<file path="config.mk">
export PLATFORM = sky130hd
export DESIGN_NAME = weekday_clock_text_parser
export DESIGN_NICKNAME = d
export VERILOG_FILES = /design/src/rtl/wdctp_pkg.sv /design/src/rtl/weekday_clock_text_parser.sv /design/src/rtl/wdctp_parser.sv /design/src/rtl/wdctp_sum.sv
export SDC_FILE = /design/constraint.sdc
export NUM_CORES = 1
export LEC_CHECK = 0
export ABC_AREA = 1
export BUFFER_PORTS_ARGS = -buffer_cell sky130_fd_sc_hd__buf_2
export CORE_MARGIN = 4
export CORE_UTILIZATION = 55
export CTS_CLUSTER_DIAMETER = 120
export DETAILED_ROUTE_END_ITERATION = 16
export MAX_ROUTING_LAYER = met4
export PLACE_DENSITY_LB_ADDON = 0.08
export SLEW_MARGIN = 10
export SYNTH_ARGS = -nofsm -noshare
export SYNTH_HDL_FRONTEND = slang
export SYNTH_SLANG_ARGS = --single-unit
</file>
<file path="constraint.sdc">
create_clock -name clk -period 13.3 [get_ports clk]
set_input_delay 0.665 -clock clk [delete_from_list [all_inputs] [get_ports clk]]
set_output_delay 0.665 -clock clk [all_outputs]
set_load 0.05 [all_outputs]
</file>
<file path="src/rtl/wdctp_pkg.sv">
`default_nettype none

package wdctp_pkg;

    // Parse phase codes
    localparam logic [3:0] PH_LEAD      = 4'd0;
    localparam logic [3:0] PH_DAY       = 4'd1;
    localparam logic [3:0] PH_PRE_HOUR  = 4'd2;
    localparam logic [3:0] PH_HOUR      = 4'd3;
    localparam logic [3:0] PH_HOUR_JUNK = 4'd4;
    localparam logic [3:0] PH_PRE_MIN   = 4'd5;
    localparam logic [3:0] PH_MIN       = 4'd6;
    localparam logic [3:0] PH_MIN_JUNK  = 4'd7;
    localparam logic [3:0] PH_PRE_SEC   = 4'd8;
    localparam logic [3:0] PH_SEC       = 4'd9;
    localparam logic [3:0] PH_SEC_FRAC  = 4'd10;
    localparam logic [3:0] PH_SEC_JUNK  = 4'd11;
    localparam logic [3:0] PH_DONE      = 4'd12;

    // Character codes
    localparam logic [7:0] ASC_NUL   = 8'h00;
    localparam logic [7:0] ASC_TAB   = 8'h09;
    localparam logic [7:0] ASC_SPACE = 8'h20;
    localparam logic [7:0] ASC_DOT   = 8'h2E;
    localparam logic [7:0] ASC_0     = 8'h30;
    localparam logic [7:0] ASC_9     = 8'h39;
    localparam logic [7:0] ASC_COLON = 8'h3A;
    localparam logic [7:0] ASC_A     = 8'h41;
    localparam logic [7:0] ASC_Z     = 8'h5A;
    localparam logic [7:0] CASE_BIT  = 8'h20;

    // Millisecond weights and field limits
    localparam logic [29:0] DAY_MS  = 30'd86400000;
    localparam logic [29:0] HOUR_MS = 30'd3600000;
    localparam logic [29:0] MIN_MS  = 30'd60000;
    localparam logic [15:0] SEC_MS  = 16'd1000;
    localparam logic [7:0]  HOUR_MAX = 8'd23;
    localparam logic [7:0]  MIN_MAX  = 8'd59;
    localparam logic [7:0]  SEC_LIMIT = 8'd60;
    localparam logic [7:0]  ACCUM_MAX = 8'd255;
    localparam logic [6:0]  ALL_DAYS  = 7'h7F;

    // Parser fields that the end-of-text step works on
    typedef struct packed {
        logic [3:0]  phase;
        logic        err;
        logic [2:0]  day;
        logic [7:0]  accum;
        logic [4:0]  hour;
        logic [5:0]  minute;
        logic [15:0] sec_ms;
    } parse_snap_t;

    localparam parse_snap_t SNAP_CLEAR = '{
        phase: PH_LEAD, err: 1'b0, day: 3'd0, accum: 8'd0,
        hour: 5'd0, minute: 6'd0, sec_ms: 16'd0
    };

    // Letter pos of the three-letter name of weekday d
    function automatic logic [7:0] day_letter(input logic [2:0] d, input logic [1:0] pos);
        logic [23:0] name;
        logic [7:0]  letter;
        case (d)
            3'd0:    name = "Sun";
            3'd1:    name = "Mon";
            3'd2:    name = "Tue";
            3'd3:    name = "Wed";
            3'd4:    name = "Thu";
            3'd5:    name = "Fri";
            3'd6:    name = "Sat";
            default: name = 24'd0;
        endcase
        case (pos)
            2'd0:    letter = name[23:16];
            2'd1:    letter = name[15:8];
            2'd2:    letter = name[7:0];
            default: letter = 8'd0;
        endcase
        return letter;
    endfunction

    // Fold upper case to lower case when enabled
    function automatic logic [7:0] fold_case(input logic [7:0] c, input logic en);
        logic [7:0] r;
        r = c;
        if (en && (c inside {[ASC_A:ASC_Z]}))
            r = c | CASE_BIT;
        return r;
    endfunction

    // Lowest day still set in the match mask
    function automatic logic [2:0] first_day(input logic [6:0] mask);
        logic [2:0] d;
        d = 3'd0;
        for (int i = 6; i >= 0; i--)
            if (mask[i])
                d = 3'(i);
        return d;
    endfunction

    // Append one decimal digit, saturating at 255
    function automatic logic [7:0] add_digit(input logic [7:0] acc, input logic [3:0] dig);
        logic [11:0] v;
        v = 12'(acc) * 12'd10 + 12'(dig);
        return (v > 12'(ACCUM_MAX)) ? ACCUM_MAX : v[7:0];
    endfunction

    // Weight of a fraction digit in ms
    function automatic logic [6:0] frac_weight(input logic [1:0] idx);
        logic [6:0] w;
        case (idx)
            2'd0:    w = 7'd100;
            2'd1:    w = 7'd10;
            default: w = 7'd1;
        endcase
        return w;
    endfunction

    function automatic parse_snap_t take_minute(input parse_snap_t s);
        parse_snap_t r;
        r = s;
        if (s.accum > MIN_MAX) begin
            r.err   = 1'b1;
            r.phase = PH_DONE;
        end
        else begin
            r.minute = s.accum[5:0];
            r.sec_ms = 16'd0;
            r.phase  = PH_PRE_SEC;
        end
        return r;
    endfunction

    function automatic parse_snap_t finish_seconds(input parse_snap_t s);
        parse_snap_t r;
        r = s;
        if (s.accum >= SEC_LIMIT)
            r.err = 1'b1;
        else
            r.sec_ms = s.sec_ms + 16'(s.accum) * SEC_MS;
        r.phase = PH_DONE;
        return r;
    endfunction

    // Close the text: settle pending fields or flag the error
    function automatic parse_snap_t end_of_text(input parse_snap_t s);
        parse_snap_t r;
        r = s;
        case (s.phase)
            PH_MIN, PH_MIN_JUNK:
            begin
                r = take_minute(s);
                r.phase = PH_DONE;
            end
            PH_PRE_SEC:
            begin
                r.sec_ms = 16'd0;
                r.phase  = PH_DONE;
            end
            PH_SEC, PH_SEC_FRAC, PH_SEC_JUNK:
            begin
                r = finish_seconds(s);
            end
            PH_DONE:
            begin
                r = s;
            end
            default:
            begin
                r.err   = 1'b1;
                r.phase = PH_DONE;
            end
        endcase
        return r;
    endfunction

endpackage

`default_nettype wire

</file>
<file path="src/rtl/weekday_clock_text_parser.sv">
// Weekday clock text parser.
// Characters of "[Day] hh:mm[:ss[.fff]]" arrive on the slave stream, one per
// transaction, s_tdata = character code, s_tlast = final character. On the
// final character one result leaves on the master stream: m_tdata holds the
// time of week in ms (0 on error), m_tuser is the ok flag. Characters that
// are not last produce no result.
// Throughput: one character per cycle, set by the combinational parse step
// between the input register and the parser state registers.
// After the final character is accepted, the result passes through the
// input register, snapshot, end-of-text, partial sums and the final add
// into the output register.
// cfg_we/cfg_wdata write the weekday case-fold enable (1 after reset);
// write it only while no text is in flight.
// Reset clears the parser, empties the pipeline and drops m_tvalid.
// When m_tready is low, results hold in the output stages; characters keep
// flowing until a final character finds the pipeline full, then s_tready
// drops until a stage frees up.
`default_nettype none

module weekday_clock_text_parser #(
    parameter int MAX_CHARS   = 39,
    parameter int FRAC_DIGITS = 3
) (
    input  wire         clk,
    input  wire         rst_n,
    input  wire         cfg_we,
    input  wire         cfg_wdata,      // weekday_ignores_case
    input  wire         s_tvalid,
    output logic        s_tready,
    input  wire  [7:0]  s_tdata,        // [7:0] char_code
    input  wire         s_tlast,        // last_char
    output logic        m_tvalid,
    input  wire         m_tready,
    output logic [31:0] m_tdata,        // [29:0] week_ms, [31:30] zero
    output logic        m_tuser         // [0] ok
);

    logic        in_valid_reg;
    logic [7:0]  in_char_reg;
    logic        in_last_reg;
    logic        case_fold_reg;
    logic        step;
    logic        snap_ready;
    logic [29:0] week_ms;
    logic        ok;
    wdctp_pkg::parse_snap_t snap;

    // A final character waits for room in the result pipeline
    assign step     = in_valid_reg && (!in_last_reg || snap_ready);
    assign s_tready = !in_valid_reg || step;

    always_ff @(posedge clk or negedge rst_n)
    begin
        if (!rst_n) begin
            in_valid_reg  <= 1'b0;
            case_fold_reg <= 1'b1;
        end
        else begin
            if (s_tready)
                in_valid_reg <= s_tvalid;
            if (cfg_we)
                case_fold_reg <= cfg_wdata;
        end
    end

    // Capture the character of each accepted transaction
    always_ff @(posedge clk)
    begin
        if (s_tready) begin
            in_char_reg <= s_tdata;
            in_last_reg <= s_tlast;
        end
    end

    wdctp_parser #(
        .MAX_CHARS   (MAX_CHARS),
        .FRAC_DIGITS (FRAC_DIGITS)
    ) u_parser (
        .clk         (clk),
        .rst_n       (rst_n),
        .ignore_case (case_fold_reg),
        .step        (step),
        .char_code   (in_char_reg),
        .last_char   (in_last_reg),
        .snap        (snap)
    );

    wdctp_sum u_sum (
        .clk        (clk),
        .rst_n      (rst_n),
        .snap_valid (in_valid_reg && in_last_reg),
        .snap_ready (snap_ready),
        .snap       (snap),
        .out_valid  (m_tvalid),
        .out_ready  (m_tready),
        .week_ms    (week_ms),
        .ok         (ok)
    );

    assign m_tdata = {2'b00, week_ms};
    assign m_tuser = ok;

endmodule

`default_nettype wire

</file>
<file path="src/rtl/wdctp_parser.sv">
`default_nettype none

module wdctp_parser #(
    parameter int MAX_CHARS   = 39,
    parameter int FRAC_DIGITS = 3
) (
    input  wire                       clk,
    input  wire                       rst_n,
    input  wire                       ignore_case,
    input  wire                       step,
    input  wire [7:0]                 char_code,
    input  wire                       last_char,
    output wdctp_pkg::parse_snap_t    snap
);

    localparam int CW = $clog2(MAX_CHARS + 1);
    localparam int FW = $clog2(FRAC_DIGITS + 1);

    wdctp_pkg::parse_snap_t st_reg, st_next, st;
    logic [6:0]    mask_reg, mask_next, mask;
    logic [1:0]    npos_reg, npos_next, npos;
    logic [FW-1:0] fdig_reg, fdig_next, fdig;
    logic [CW-1:0] ccount_reg, ccount_next, ccount;
    logic          is_digit;
    logic [3:0]    dval;
    logic          do_day;
    logic [7:0]    cfold;

    assign is_digit = char_code inside {[wdctp_pkg::ASC_0:wdctp_pkg::ASC_9]};
    assign dval     = 4'(char_code - wdctp_pkg::ASC_0);
    assign cfold    = wdctp_pkg::fold_case(char_code, ignore_case);

    // Apply one character to the parser state
    always_comb
    begin
        st     = st_reg;
        mask   = mask_reg;
        npos   = npos_reg;
        fdig   = fdig_reg;
        ccount = ccount_reg;
        do_day = 1'b0;
        if (st_reg.phase != wdctp_pkg::PH_DONE && ccount_reg < CW'(MAX_CHARS)) begin
            ccount = ccount_reg + CW'(1);
            if (char_code == wdctp_pkg::ASC_NUL) begin
                st = wdctp_pkg::end_of_text(st_reg);
            end
            else begin
                case (st_reg.phase)
                    wdctp_pkg::PH_LEAD:
                    begin
                        if (char_code == wdctp_pkg::ASC_SPACE ||
                            char_code == wdctp_pkg::ASC_TAB) begin
                            st = st_reg;
                        end
                        else if (is_digit) begin
                            st.day   = 3'd0;
                            st.accum = wdctp_pkg::add_digit(8'd0, dval);
                            st.phase = wdctp_pkg::PH_HOUR;
                        end
                        else begin
                            st.phase = wdctp_pkg::PH_DAY;
                            mask     = wdctp_pkg::ALL_DAYS;
                            npos     = 2'd0;
                            do_day   = 1'b1;
                        end
                    end
                    wdctp_pkg::PH_DAY:
                    begin
                        do_day = 1'b1;
                    end
                    wdctp_pkg::PH_PRE_HOUR, wdctp_pkg::PH_PRE_MIN:
                    begin
                        if (char_code == wdctp_pkg::ASC_SPACE) begin
                            st = st_reg;
                        end
                        else if (is_digit) begin
                            st.accum = wdctp_pkg::add_digit(8'd0, dval);
                            st.phase = (st_reg.phase == wdctp_pkg::PH_PRE_HOUR) ?
                                       wdctp_pkg::PH_HOUR : wdctp_pkg::PH_MIN;
                        end
                        else begin
                            st.err   = 1'b1;
                            st.phase = wdctp_pkg::PH_DONE;
                        end
                    end
                    wdctp_pkg::PH_HOUR, wdctp_pkg::PH_HOUR_JUNK:
                    begin
                        if (char_code == wdctp_pkg::ASC_COLON ||
                            char_code == wdctp_pkg::ASC_SPACE) begin
                            if (st_reg.accum > wdctp_pkg::HOUR_MAX) begin
                                st.err   = 1'b1;
                                st.phase = wdctp_pkg::PH_DONE;
                            end
                            else begin
                                st.hour  = st_reg.accum[4:0];
                                st.phase = wdctp_pkg::PH_PRE_MIN;
                            end
                        end
                        else if (st_reg.phase == wdctp_pkg::PH_HOUR && is_digit) begin
                            st.accum = wdctp_pkg::add_digit(st_reg.accum, dval);
                        end
                        else begin
                            st.phase = wdctp_pkg::PH_HOUR_JUNK;
                        end
                    end
                    wdctp_pkg::PH_MIN, wdctp_pkg::PH_MIN_JUNK:
                    begin
                        if (char_code == wdctp_pkg::ASC_COLON ||
                            char_code == wdctp_pkg::ASC_SPACE) begin
                            st   = wdctp_pkg::take_minute(st_reg);
                            fdig = '0;
                        end
                        else if (st_reg.phase == wdctp_pkg::PH_MIN && is_digit) begin
                            st.accum = wdctp_pkg::add_digit(st_reg.accum, dval);
                        end
                        else begin
                            st.phase = wdctp_pkg::PH_MIN_JUNK;
                        end
                    end
                    wdctp_pkg::PH_PRE_SEC:
                    begin
                        if (char_code == wdctp_pkg::ASC_SPACE) begin
                            st = st_reg;
                        end
                        else if (is_digit) begin
                            st.accum = wdctp_pkg::add_digit(8'd0, dval);
                            st.phase = wdctp_pkg::PH_SEC;
                        end
                        else begin
                            st.sec_ms = 16'd0;
                            st.phase  = wdctp_pkg::PH_DONE;
                        end
                    end
                    wdctp_pkg::PH_SEC:
                    begin
                        if (char_code == wdctp_pkg::ASC_SPACE)
                            st = wdctp_pkg::finish_seconds(st_reg);
                        else if (is_digit)
                            st.accum = wdctp_pkg::add_digit(st_reg.accum, dval);
                        else if (char_code == wdctp_pkg::ASC_DOT)
                            st.phase = wdctp_pkg::PH_SEC_FRAC;
                        else
                            st.phase = wdctp_pkg::PH_SEC_JUNK;
                    end
                    wdctp_pkg::PH_SEC_FRAC:
                    begin
                        if (char_code == wdctp_pkg::ASC_SPACE) begin
                            st = wdctp_pkg::finish_seconds(st_reg);
                        end
                        else if (is_digit) begin
                            if (fdig_reg < FW'(FRAC_DIGITS)) begin
                                st.sec_ms = st_reg.sec_ms + 16'(11'(dval) *
                                            11'(wdctp_pkg::frac_weight(2'(fdig_reg))));
                                fdig = fdig_reg + FW'(1);
                            end
                        end
                        else begin
                            st.phase = wdctp_pkg::PH_SEC_JUNK;
                        end
                    end
                    wdctp_pkg::PH_SEC_JUNK:
                    begin
                        if (char_code == wdctp_pkg::ASC_SPACE)
                            st = wdctp_pkg::finish_seconds(st_reg);
                    end
                    default:
                    begin
                        st = st_reg;
                    end
                endcase

                // Weekday token: close on space, else narrow the candidates
                if (do_day) begin
                    if (char_code == wdctp_pkg::ASC_SPACE) begin
                        if (npos < 2'd3 || mask == 7'd0) begin
                            st.err   = 1'b1;
                            st.phase = wdctp_pkg::PH_DONE;
                        end
                        else begin
                            st.day   = wdctp_pkg::first_day(mask);
                            st.phase = wdctp_pkg::PH_PRE_HOUR;
                        end
                    end
                    else if (npos < 2'd3) begin
                        for (int d = 0; d < 7; d++)
                            if (wdctp_pkg::fold_case(wdctp_pkg::day_letter(3'(d), npos),
                                                     ignore_case) != cfold)
                                mask[d] = 1'b0;
                        npos = npos + 2'd1;
                    end
                end
            end
        end
    end

    assign snap = st;

    // Advance on each character; clear after the last one
    always_comb
    begin
        st_next     = st_reg;
        mask_next   = mask_reg;
        npos_next   = npos_reg;
        fdig_next   = fdig_reg;
        ccount_next = ccount_reg;
        if (step) begin
            if (last_char) begin
                st_next     = wdctp_pkg::SNAP_CLEAR;
                mask_next   = wdctp_pkg::ALL_DAYS;
                npos_next   = 2'd0;
                fdig_next   = '0;
                ccount_next = '0;
            end
            else begin
                st_next     = st;
                mask_next   = mask;
                npos_next   = npos;
                fdig_next   = fdig;
                ccount_next = ccount;
            end
        end
    end

    always_ff @(posedge clk or negedge rst_n)
    begin
        if (!rst_n) begin
            st_reg     <= wdctp_pkg::SNAP_CLEAR;
            mask_reg   <= wdctp_pkg::ALL_DAYS;
            npos_reg   <= 2'd0;
            fdig_reg   <= '0;
            ccount_reg <= '0;
        end
        else begin
            st_reg     <= st_next;
            mask_reg   <= mask_next;
            npos_reg   <= npos_next;
            fdig_reg   <= fdig_next;
            ccount_reg <= ccount_next;
        end
    end

endmodule

`default_nettype wire

</file>
<file path="src/rtl/wdctp_sum.sv">
`default_nettype none

module wdctp_sum (
    input  wire                       clk,
    input  wire                       rst_n,
    input  wire                       snap_valid,
    output logic                      snap_ready,
    input  wire wdctp_pkg::parse_snap_t snap,
    output logic                      out_valid,
    input  wire                       out_ready,
    output logic [29:0]               week_ms,
    output logic                      ok
);

    logic a_valid_reg, b_valid_reg, c_valid_reg, o_valid_reg;
    logic a_rdy, b_rdy, c_rdy, o_adv;
    wdctp_pkg::parse_snap_t a_snap_reg, b_snap_reg, b_snap_next;
    logic [29:0] c_hi_reg, c_hi_next, c_lo_reg, c_lo_next;
    logic        c_ok_reg;
    logic [29:0] o_ms_reg;
    logic        o_ok_reg;

    // Stage readiness, back from the output register
    assign o_adv      = !o_valid_reg || out_ready;
    assign c_rdy      = !c_valid_reg || o_adv;
    assign b_rdy      = !b_valid_reg || c_rdy;
    assign a_rdy      = !a_valid_reg || b_rdy;
    assign snap_ready = a_rdy;

    // Close the text, then form the two partial sums
    assign b_snap_next = wdctp_pkg::end_of_text(a_snap_reg);
    assign c_hi_next   = b_snap_reg.err ? 30'd0 :
                         30'(b_snap_reg.day) * wdctp_pkg::DAY_MS +
                         30'(b_snap_reg.hour) * wdctp_pkg::HOUR_MS;
    assign c_lo_next   = b_snap_reg.err ? 30'd0 :
                         30'(b_snap_reg.minute) * wdctp_pkg::MIN_MS +
                         30'(b_snap_reg.sec_ms);

    always_ff @(posedge clk or negedge rst_n)
    begin
        if (!rst_n) begin
            a_valid_reg <= 1'b0;
            b_valid_reg <= 1'b0;
            c_valid_reg <= 1'b0;
            o_valid_reg <= 1'b0;
        end
        else begin
            if (a_rdy)
                a_valid_reg <= snap_valid;
            if (b_rdy)
                b_valid_reg <= a_valid_reg;
            if (c_rdy)
                c_valid_reg <= b_valid_reg;
            if (o_adv)
                o_valid_reg <= c_valid_reg;
        end
    end

    // Payload moves with its stage
    always_ff @(posedge clk)
    begin
        if (a_rdy)
            a_snap_reg <= snap;
        if (b_rdy)
            b_snap_reg <= b_snap_next;
        if (c_rdy) begin
            c_hi_reg <= c_hi_next;
            c_lo_reg <= c_lo_next;
            c_ok_reg <= !b_snap_reg.err;
        end
        if (o_adv) begin
            o_ms_reg <= c_hi_reg + c_lo_reg;
            o_ok_reg <= c_ok_reg;
        end
    end

    assign out_valid = o_valid_reg;
    assign week_ms   = o_ms_reg;
    assign ok        = o_ok_reg;

endmodule

`default_nettype wire

</file>
; After elaboration in Yosys (flattened, before gate mapping)
; Index checks and enable logic that the tools add are counted.
; Widths: inputs -> output; s select.
[word_totals]
output_inout_bits = 35
in_bits = 15
wordCells = 394
regBits = 241
[op_classes]
n_addsub = 11
n_reduce_logical = 57
n_eq_ne = 39
multipliers = 7
magnitude_cmp = 28
n_mux = 216
[ops]
columns = cell, n
row1 = $mux 8, 82
row2 = $mux 43, 4
row3 = $pmux 7 s3, 7
row4 = $mux 16, 8
row5 = $mux 7, 17
row6 = $pmux 22 s5, 1
row7 = $pmux 16 s3, 2
row8 = $pmux 13 s7, 1
row9 = $mux 6, 12
row10 = $mux 22, 3
row11 = $ge 8x7->1 const B, 8
row12 = $le 8x7->1 const B, 8
row13 = $mux 4, 16
row14 = $ne 8x8->1, 7
row15 = $eq 4x4->1 const B, 10
row16 = $pmux 5 s8, 1
row17 = $mux 2, 19
row18 = $mux 3, 11
row19 = $add 16x16->16, 2
row20 = $add 30x27->30, 1
row21 = $add 30x30->30, 1
row22 = $mul 8x7->13 const B, 2
row23 = $eq 4x3->1 const B, 6
row24 = $eq 8x6->1 const B, 3
row25 = 51 further kinds, 126

; Longest topological paths before layout
; Gate-level depths: netlist (run 1).
[logic_depth]
depth_word = 31
depth_mapped = 34
mapped_depth_nobuf = 34

; Cells and area by module
; Synthesis (run 1) repeated with hierarchy kept, for this count alone.
[hier_totals]
cells_unflattened = 2891
hier_area_um2 = 22584.2
[modules_own_cells]
columns = mod, n_inst, cells_each, area_per_inst_um2, seq_area_each_um2
row1 = wdctp_sum, 1, 1486, 13001.2, 4664.5
row2 = wdctp_parser, 1, 1381, 9198.8, 1510.2
row3 = weekday_clock_text_parser, 1, 24, 384.1, 321.6

; Worst setup path after synthesis (run 1)
; Ideal clock, no wire load.
[synth_timing]
path_type = reg-to-reg
startpoint = register u_parser.st_reg[28] (netlist name)
endpoint = register u_sum.a_snap_reg[15] (netlist name) (data pin)
period_less_slack_ns = 5.246
t_arrival_ns = 4.988
slack_ns = 8.054
required_time_ns = 13.042
setup_ns = 0.258
stages_incl_launch_ff = 31
n_path_buf = 0
path_cell_list = dfrtp_1 > fa_1 > xor2_1 > ha_1 > fa_1 > inv_1 > fa_1 > inv_1 > ha_1 > nand2_1 > o21ai_0 > a21oi_1 > o21bai_1 > nand2_1 > nand2_1 > a21oi_1 > xnor2_1 > ha_1 > a21o_1 > nor2_1 > nand2_1 > nor2_1 > inv_1 > nand2_1 > nand3_1 > nand2_1 > nand3_1 > nand2_1 > nand2_1 > nand2_1 > nand2_1
[synth_lines]
columns = item, line
row1 = from (decl), wdctp_parser.sv:19  ; wdctp_pkg::parse_snap_t st_reg, st_next, st;
row2 = from (signal assigned), wdctp_parser.sv:227  ; st_reg <= wdctp_pkg::SNAP_CLEAR;
row3 = from (signal assigned), wdctp_parser.sv:234  ; st_reg <= st_next;
row4 = to (signal assigned), wdctp_sum.sv:63  ; a_snap_reg <= snap;
row5 = to (decl), wdctp_sum.sv:17  ; wdctp_pkg::parse_snap_t a_snap_reg, b_snap_reg, b_snap_next;

==> impl_metrics.env, run 1 <==
export IMPL_area_growth_syn_to_layout_pct=7.75
export IMPL_cts_setup_buffers=0
export IMPL_drc=0
export IMPL_drt_pass1_iter_count=6
export IMPL_io_buffers=47
export IMPL_hold_viol_final=0
export IMPL_die_h_um=207
export IMPL_r2r_cells=31
export IMPL_htree_levels=1
export IMPL_worst_hold_path_num_cells=2
export IMPL_dieArea_um2=42700
export IMPL_yosys_area_share_simple=0.193
export IMPL_insertion_delay_ns=0.55
export IMPL_initial_utilization=0.558
export IMPL_root_buffer="clkbuf_16"
export IMPL_cts_buffers=27
export IMPL_slew_headroom=0.312
export IMPL_antenna_found_initial=0
export IMPL_grt_pass1_vias=17290
export IMPL_finalNetCount=3078
export IMPL_fin_cells=3242
export IMPL_cp_top_family="adder cells"
export IMPL_synth_seq_area_share=0.300
export IMPL_drt_iter0_markers=1106
export IMPL_cp_start_kind="flop"
export IMPL_dr_total_vias=17716
export IMPL_avgRoutedWirePerCell_um=17.5
export IMPL_period_share=0.433
export IMPL_slew_violations=0
export IMPL_endpoint_kind="flop"
export IMPL_synthXorXnorAreaFrac=0.0492
export IMPL_gp_congestion=0.996
export IMPL_period_needed_ns=5.76
export IMPL_routed_via_density=5.46
export IMPL_wirelength_mm=56.9
export IMPL_setup_viol=0
export IMPL_synth_compound_gate_area_share=0.131
export IMPL_max_freq_mhz=174
export IMPL_async_reset_ff_frac=0.291
export IMPL_path_common_cell="nand2_1"
export IMPL_max_cap_violations=0
export IMPL_synth_top_flop_cell="edfxtp_1"
export IMPL_crit_required_ns=13.79
export IMPL_ios=50
export IMPL_clk_pin_slew_ns=0.06
export IMPL_muxShareOfSynthArea=0.00104
export IMPL_yosys_warnings=0
export IMPL_drive_above_1_share=0.0808
export IMPL_ant_nets=0
export IMPL_leakage_nw=12.4
export IMPL_syn_avg_cell_area_um2=8.17
export IMPL_cts_tree="built"
export IMPL_irDropWorstVdd_mv=0.114
export IMPL_synth_top_family_by_area="adder cells"
export IMPL_cts_hold_fix_buffers=1
export IMPL_crit_arrival_ns=6.25
export IMPL_placement_rows=72
export IMPL_hp_class="input pin to flop"
export IMPL_r2r_setup_slack_ns=7.54
export IMPL_die_x_um=207
export IMPL_n_fill_cell=3517
export IMPL_synth_distinct_cells=70
export IMPL_slowest_delay_ns=0.63
export IMPL_status="finished, final reports clean"
export IMPL_overflow=0
export IMPL_cpMaxStageDelayCell="dfrtp_1"
export IMPL_clk_path_buf_depth=3
export IMPL_p_per_area_nw_per_um2=107
export IMPL_r2r_start="u_parser.st_reg[28]"
export IMPL_crit_fanout=11
export IMPL_min_from="cfg_we"
export IMPL_utilization=0.602
export IMPL_netlist_area_um2=21700
export IMPL_path_depth=31
export IMPL_worstMarginPinSlew_ns=1.02
export IMPL_r2r_end="u_parser.st_reg[15]"
export IMPL_grt_pass1_wl_mm=91.4
export IMPL_syn_inst=2652
export IMPL_placed_cells=3191
export IMPL_final_cell_mix="nand2_1, inv_1, ha_1"
export IMPL_design_core_area_um2=38800
export IMPL_dpl_hpwl_mm=45.7
export IMPL_cp_num_buf_inv=2
export IMPL_critical_path_class="flop to flop"
export IMPL_hold_path_end="case_fold_reg"
export IMPL_fin_setup_tns_ns=0
export IMPL_cts_sinks=227
export IMPL_grt_start_max_net_pins=64
export IMPL_synth_seq_cells=227
export IMPL_diodes=0
export IMPL_synth_edf_count=161
export IMPL_final_common_cell="nand2_1"
export IMPL_rsz0062_at_grt="no"
export IMPL_finClkSkew_ns=0.0172
export IMPL_grt_usage=0.276
export IMPL_synth_fa_ha_area_frac=0.239
export IMPL_cts_resized=0
-- cells by family (layout without fill, tap and decap cells) --
| kind of cell | Yosys count | count (layout) |
|---|---|---|
| AO/OA/AOI/OAI | 493 | 493 |
| buffers and inverters | 484 | 555 |
| adder cells (fa/ha/maj) | 360 | 360 |
| AND/OR/NAND/NOR | 964 | 964 |
| flip-flops | 227 | 227 |
| multiplexers | 2 | 2 |
| XOR/XNOR | 121 | 121 |
| other | 1 | 2 |
-- worst max path at each step --
stage | startpoint | end | slack (ns)
global route | u_parser.st_reg[28] | u_sum.a_snap_reg[15] | 6.90
floorplan | u_parser.st_reg[28] | u_sum.a_snap_reg[15] | 8.05
detailed placement | u_parser.st_reg[28] | u_parser.st_reg[15] | 7.52
global placement | u_parser.st_reg[28] | u_sum.a_snap_reg[15] | 7.61
finish | u_parser.st_reg[28] | u_parser.st_reg[15] | 7.54
CTS | u_parser.st_reg[28] | u_parser.st_reg[15] | 7.48
-- worst reg2reg max path, delay by kind of cell (launching register included) --
| family | cells | cell delay (ns) |
|---|---|---|
| AOI/OAI and AO/OA | 6 | 0.95 |
| xor gates and xnor gates | 2 | 0.39 |
| adders and majority gates | 6 | 2.49 |
| buffers and inverters | 2 | 0.09 |
| DFF | 1 | 0.63 |
| and+or+nand+nor | 15 | 1.15 |
-- Yosys cell counts, types with 17 or more instances --
cell type  count  area share
a21oi_1      190       0.044
clkbuf_1      21      0.0036
dfrtp_1       58       0.067
edfxtp_1     161        0.22
fa_1          91       0.084
ha_1         269        0.16
inv_1        422       0.073
inv_2         17      0.0029
nand2_1      573       0.099
nand2_2       21      0.0061
nand3_1      123       0.028
nor2_1       169       0.029
o21ai_0      166       0.038
o21ai_1       18      0.0042
o22ai_1       17      0.0049
xnor2_1       49       0.020
xor2_1        71       0.029
-- routing by layer --
metal	global-route usage	part of all wire
met1	0.336	0.42
met2	0.489	0.51
met5	-	0
met3	0.0264	0.042
met4	0.0858	0.035
-- report_power, final --
group	switching, mW	internal [mW]	total [mW]
clock network	0.305	0.424	0.729
registers	0.0536	0.863	0.917
logic	0.599	0.249	0.847
total	0.957	1.54	2.49
-- per-stage QoR --
step / cell area, um^2 / hold slack [ns] / worst slack (ns) / total power, mW
after floorplan: 21700 / 0.369 / 8.05 / 1.55
after global placement: 22500 / 0.402 / 7.61 / 1.76
after detailed placement: 22500 / 0.406 / 7.52 / 1.77
after CTS: 23400 / 0.256 / 7.48 / 2.51
after global routing: 23400 / 0.262 / 6.90 / 2.63
final: 23400 / 0.284 / 7.54 / 2.49
-- final cells by class --
type / instances / area [um^2] / share of cell area
inverters: 444 / 1680 / 0.0720
multi-input cells: 1942 / 13300 / 0.570
clock buffers: 37 / 763 / 0.0327
clock inverters: 13 / 115 / 0.00493
well taps: 518 / 648 / 0.0277
repair buffers: 61 / 343 / 0.0147
flip-flops and latches: 227 / 6500 / 0.278
(Power assumes the default switching activity.)
==> run 2: changes to the inputs <==
- clock period: 13.3 -> 5.6 ns (I/O delays scaled with it)
==> impl_metrics.env, run 2 (same netlist as run 1, synthesis figures left out) <==
export IMPL_crit_required_ns=6.10
export IMPL_diodes=0
export IMPL_grt_usage=0.279
export IMPL_io_buffers=47
export IMPL_max_cap_violations=0
export IMPL_irDropWorstVdd_mv=0.270
export IMPL_period_needed_ns=5.42
export IMPL_gp_congestion=0.989
export IMPL_routed_via_density=5.46
export IMPL_r2r_cells=31
export IMPL_clkPwrFrac=0.296
export IMPL_max_freq_mhz=184
export IMPL_p_sw_mw=2.28
export IMPL_final_cell_mix="nand2_1, inv_1, ha_1"
export IMPL_slew_headroom=0.172
export IMPL_drt_iter0_markers=1230
export IMPL_overflow=0
export IMPL_path_common_cell="nand2_1"
export IMPL_finalNetCount=3115
export IMPL_cts_tree="built"
export IMPL_cpMaxStageDelayCell="fa_2"
export IMPL_drt_pass1_iter_count=6
export IMPL_endpoint_kind="flop"
export IMPL_avgRoutedWirePerCell_um=17.6
export IMPL_ios=50
export IMPL_grt_start_max_net_pins=67
export IMPL_crit_fanout=4
export IMPL_p_seq_frac=0.364
export IMPL_dpl_hpwl_mm=45.8
export IMPL_die_x_um=207
export IMPL_crit_arrival_ns=5.92
export IMPL_design_core_area_um2=38800
export IMPL_drive_above_1_share=0.0996
export IMPL_antenna_found_initial=0
export IMPL_cp_num_buf_inv=3
export IMPL_critical_path_class="flop to flop"
export IMPL_area_growth_syn_to_layout_pct=9.83
export IMPL_cp_top_family="adder cells"
export IMPL_hp_class="input pin to flop"
export IMPL_initial_utilization=0.558
export IMPL_dr_total_vias=17907
export IMPL_swShare=0.382
export IMPL_ant_nets=0
export IMPL_grt_pass1_wl_mm=92.4
export IMPL_insertion_delay_ns=0.57
export IMPL_dieArea_um2=42700
export IMPL_finClkSkew_ns=0.0257
export IMPL_placement_rows=72
export IMPL_root_buffer="clkbuf_16"
export IMPL_fin_cells=3279
export IMPL_layout_setup_ws_ns=0.177
export IMPL_worstMarginPinSlew_ns=1.24
export IMPL_placed_cells=3202
export IMPL_hold_viol_final=0
export IMPL_p_int_mw=3.68
export IMPL_cp_start_kind="flop"
export IMPL_clk_path_buf_depth=3
export IMPL_cts_buffers=27
export IMPL_slowest_delay_ns=0.61
export IMPL_n_fill_cell=3482
export IMPL_leakage_nw=12.6
export IMPL_setup_viol=0
export IMPL_die_h_um=207
export IMPL_status="finished, final reports clean"
export IMPL_cts_sinks=227
export IMPL_p_per_area_nw_per_um2=250
export IMPL_comb_power_share=0.340
export IMPL_clk_pin_slew_ns=0.06
export IMPL_final_common_cell="nand2_1"
export IMPL_worst_hold_path_num_cells=5
export IMPL_path_depth=31
export IMPL_wirelength_mm=57.7
export IMPL_drc=0
export IMPL_rsz0062_at_grt="yes"
export IMPL_place_ws_ns=0.0287
export IMPL_htree_levels=1
export IMPL_grt_pass1_vias=17625
export IMPL_period_share=0.968
export IMPL_slew_violations=0
==> run 2: final cells by class <==
class / instances / area [um^2] / share of cell area
clock buffers: 31 / 691 / 0.0290
clock inverters: 19 / 188 / 0.00788
inverters: 444 / 1690 / 0.0710
multi-input cells: 1942 / 13400 / 0.564
flip-flops and latches: 227 / 6500 / 0.273
well taps: 518 / 648 / 0.0272
repair buffers: 98 / 658 / 0.0276
==> run 2: final timing paths <==
kind                                           to                 start  slack, ns
setup / recovery              u_parser.st_reg[15]   u_parser.st_reg[29]       0.18
hold / removal                    u_sum.out_valid              m_tready       0.37
setup reg to reg              u_parser.st_reg[15]   u_parser.st_reg[29]       0.18
hold reg to reg              u_sum.b_snap_reg[36]  u_sum.a_snap_reg[36]       0.42
max in group asynchronous     u_parser.st_reg[30]                 rst_n       4.45
min in group asynchronous  u_parser.ccount_reg[1]                 rst_n       0.50
==> run 2: what timing repair did <==
item / 4_1_cts / 5_1_grt
endpoints found under the setup margin: 1 / 14
pin swaps: 0 / 27
gates resized for setup: 1 / 38
hold buffers: 13 / 0
buffers inserted: 0 / 14
hold endpoints to repair: 45 / 0
==> run 2: through the flow <==
| step | setup TNS [ns] | util | power [mW] | cell area [um^2] | hold WS, ns |
|---|---|---|---|---|---|
| global placement | 0 | 0.581 | 4.18 | 22600 | 0.403 |
| global route | -0.549 | 0.613 | 6.31 | 23800 | 0.389 |
| finish | 0 | 0.613 | 5.96 | 23800 | 0.372 |
| CTS | 0 | 0.607 | 5.98 | 23600 | 0.348 |
| detailed placement | 0 | 0.581 | 4.20 | 22600 | 0.405 |
| floorplan | 0 | - | 3.69 | 21700 | -0.0156 |
==> run 2: worst register-to-register path, delay by kind of cell, from the launching register on <==
family / cells / cell delay, ns
fa+ha+maj: 6 / 2.45
xor+xnor: 2 / 0.37
buf+inv: 3 / 0.15
compound gates: 6 / 0.84
simple gates: 14 / 1.10
flops: 1 / 0.42
==> run 2: per-layer routing <==
| metal | vias up | track usage | routed length [um] |
|---|---|---|---|
| met5 | - | - | 0 |
| met4 | 0 | 0.0820 | 2020 |
| met3 | 115 | 0.0300 | 2650 |
| met2 | 462 | 0.496 | 29300 |
| met1 | 8427 | 0.337 | 23700 |
| li1 | 8903 | - | - |
==> run 2: power groups by stage <==
stage | clock network [mW] | logic, mW | registers (mW)
after floorplan | 0 | 1.33 | 2.36
after global placement | 0 | 1.97 | 2.20
after detailed placement | 0 | 1.99 | 2.20
after CTS | 1.80 | 2.01 | 2.17
after global routing | 1.86 | 2.25 | 2.19
final | 1.76 | 2.02 | 2.17
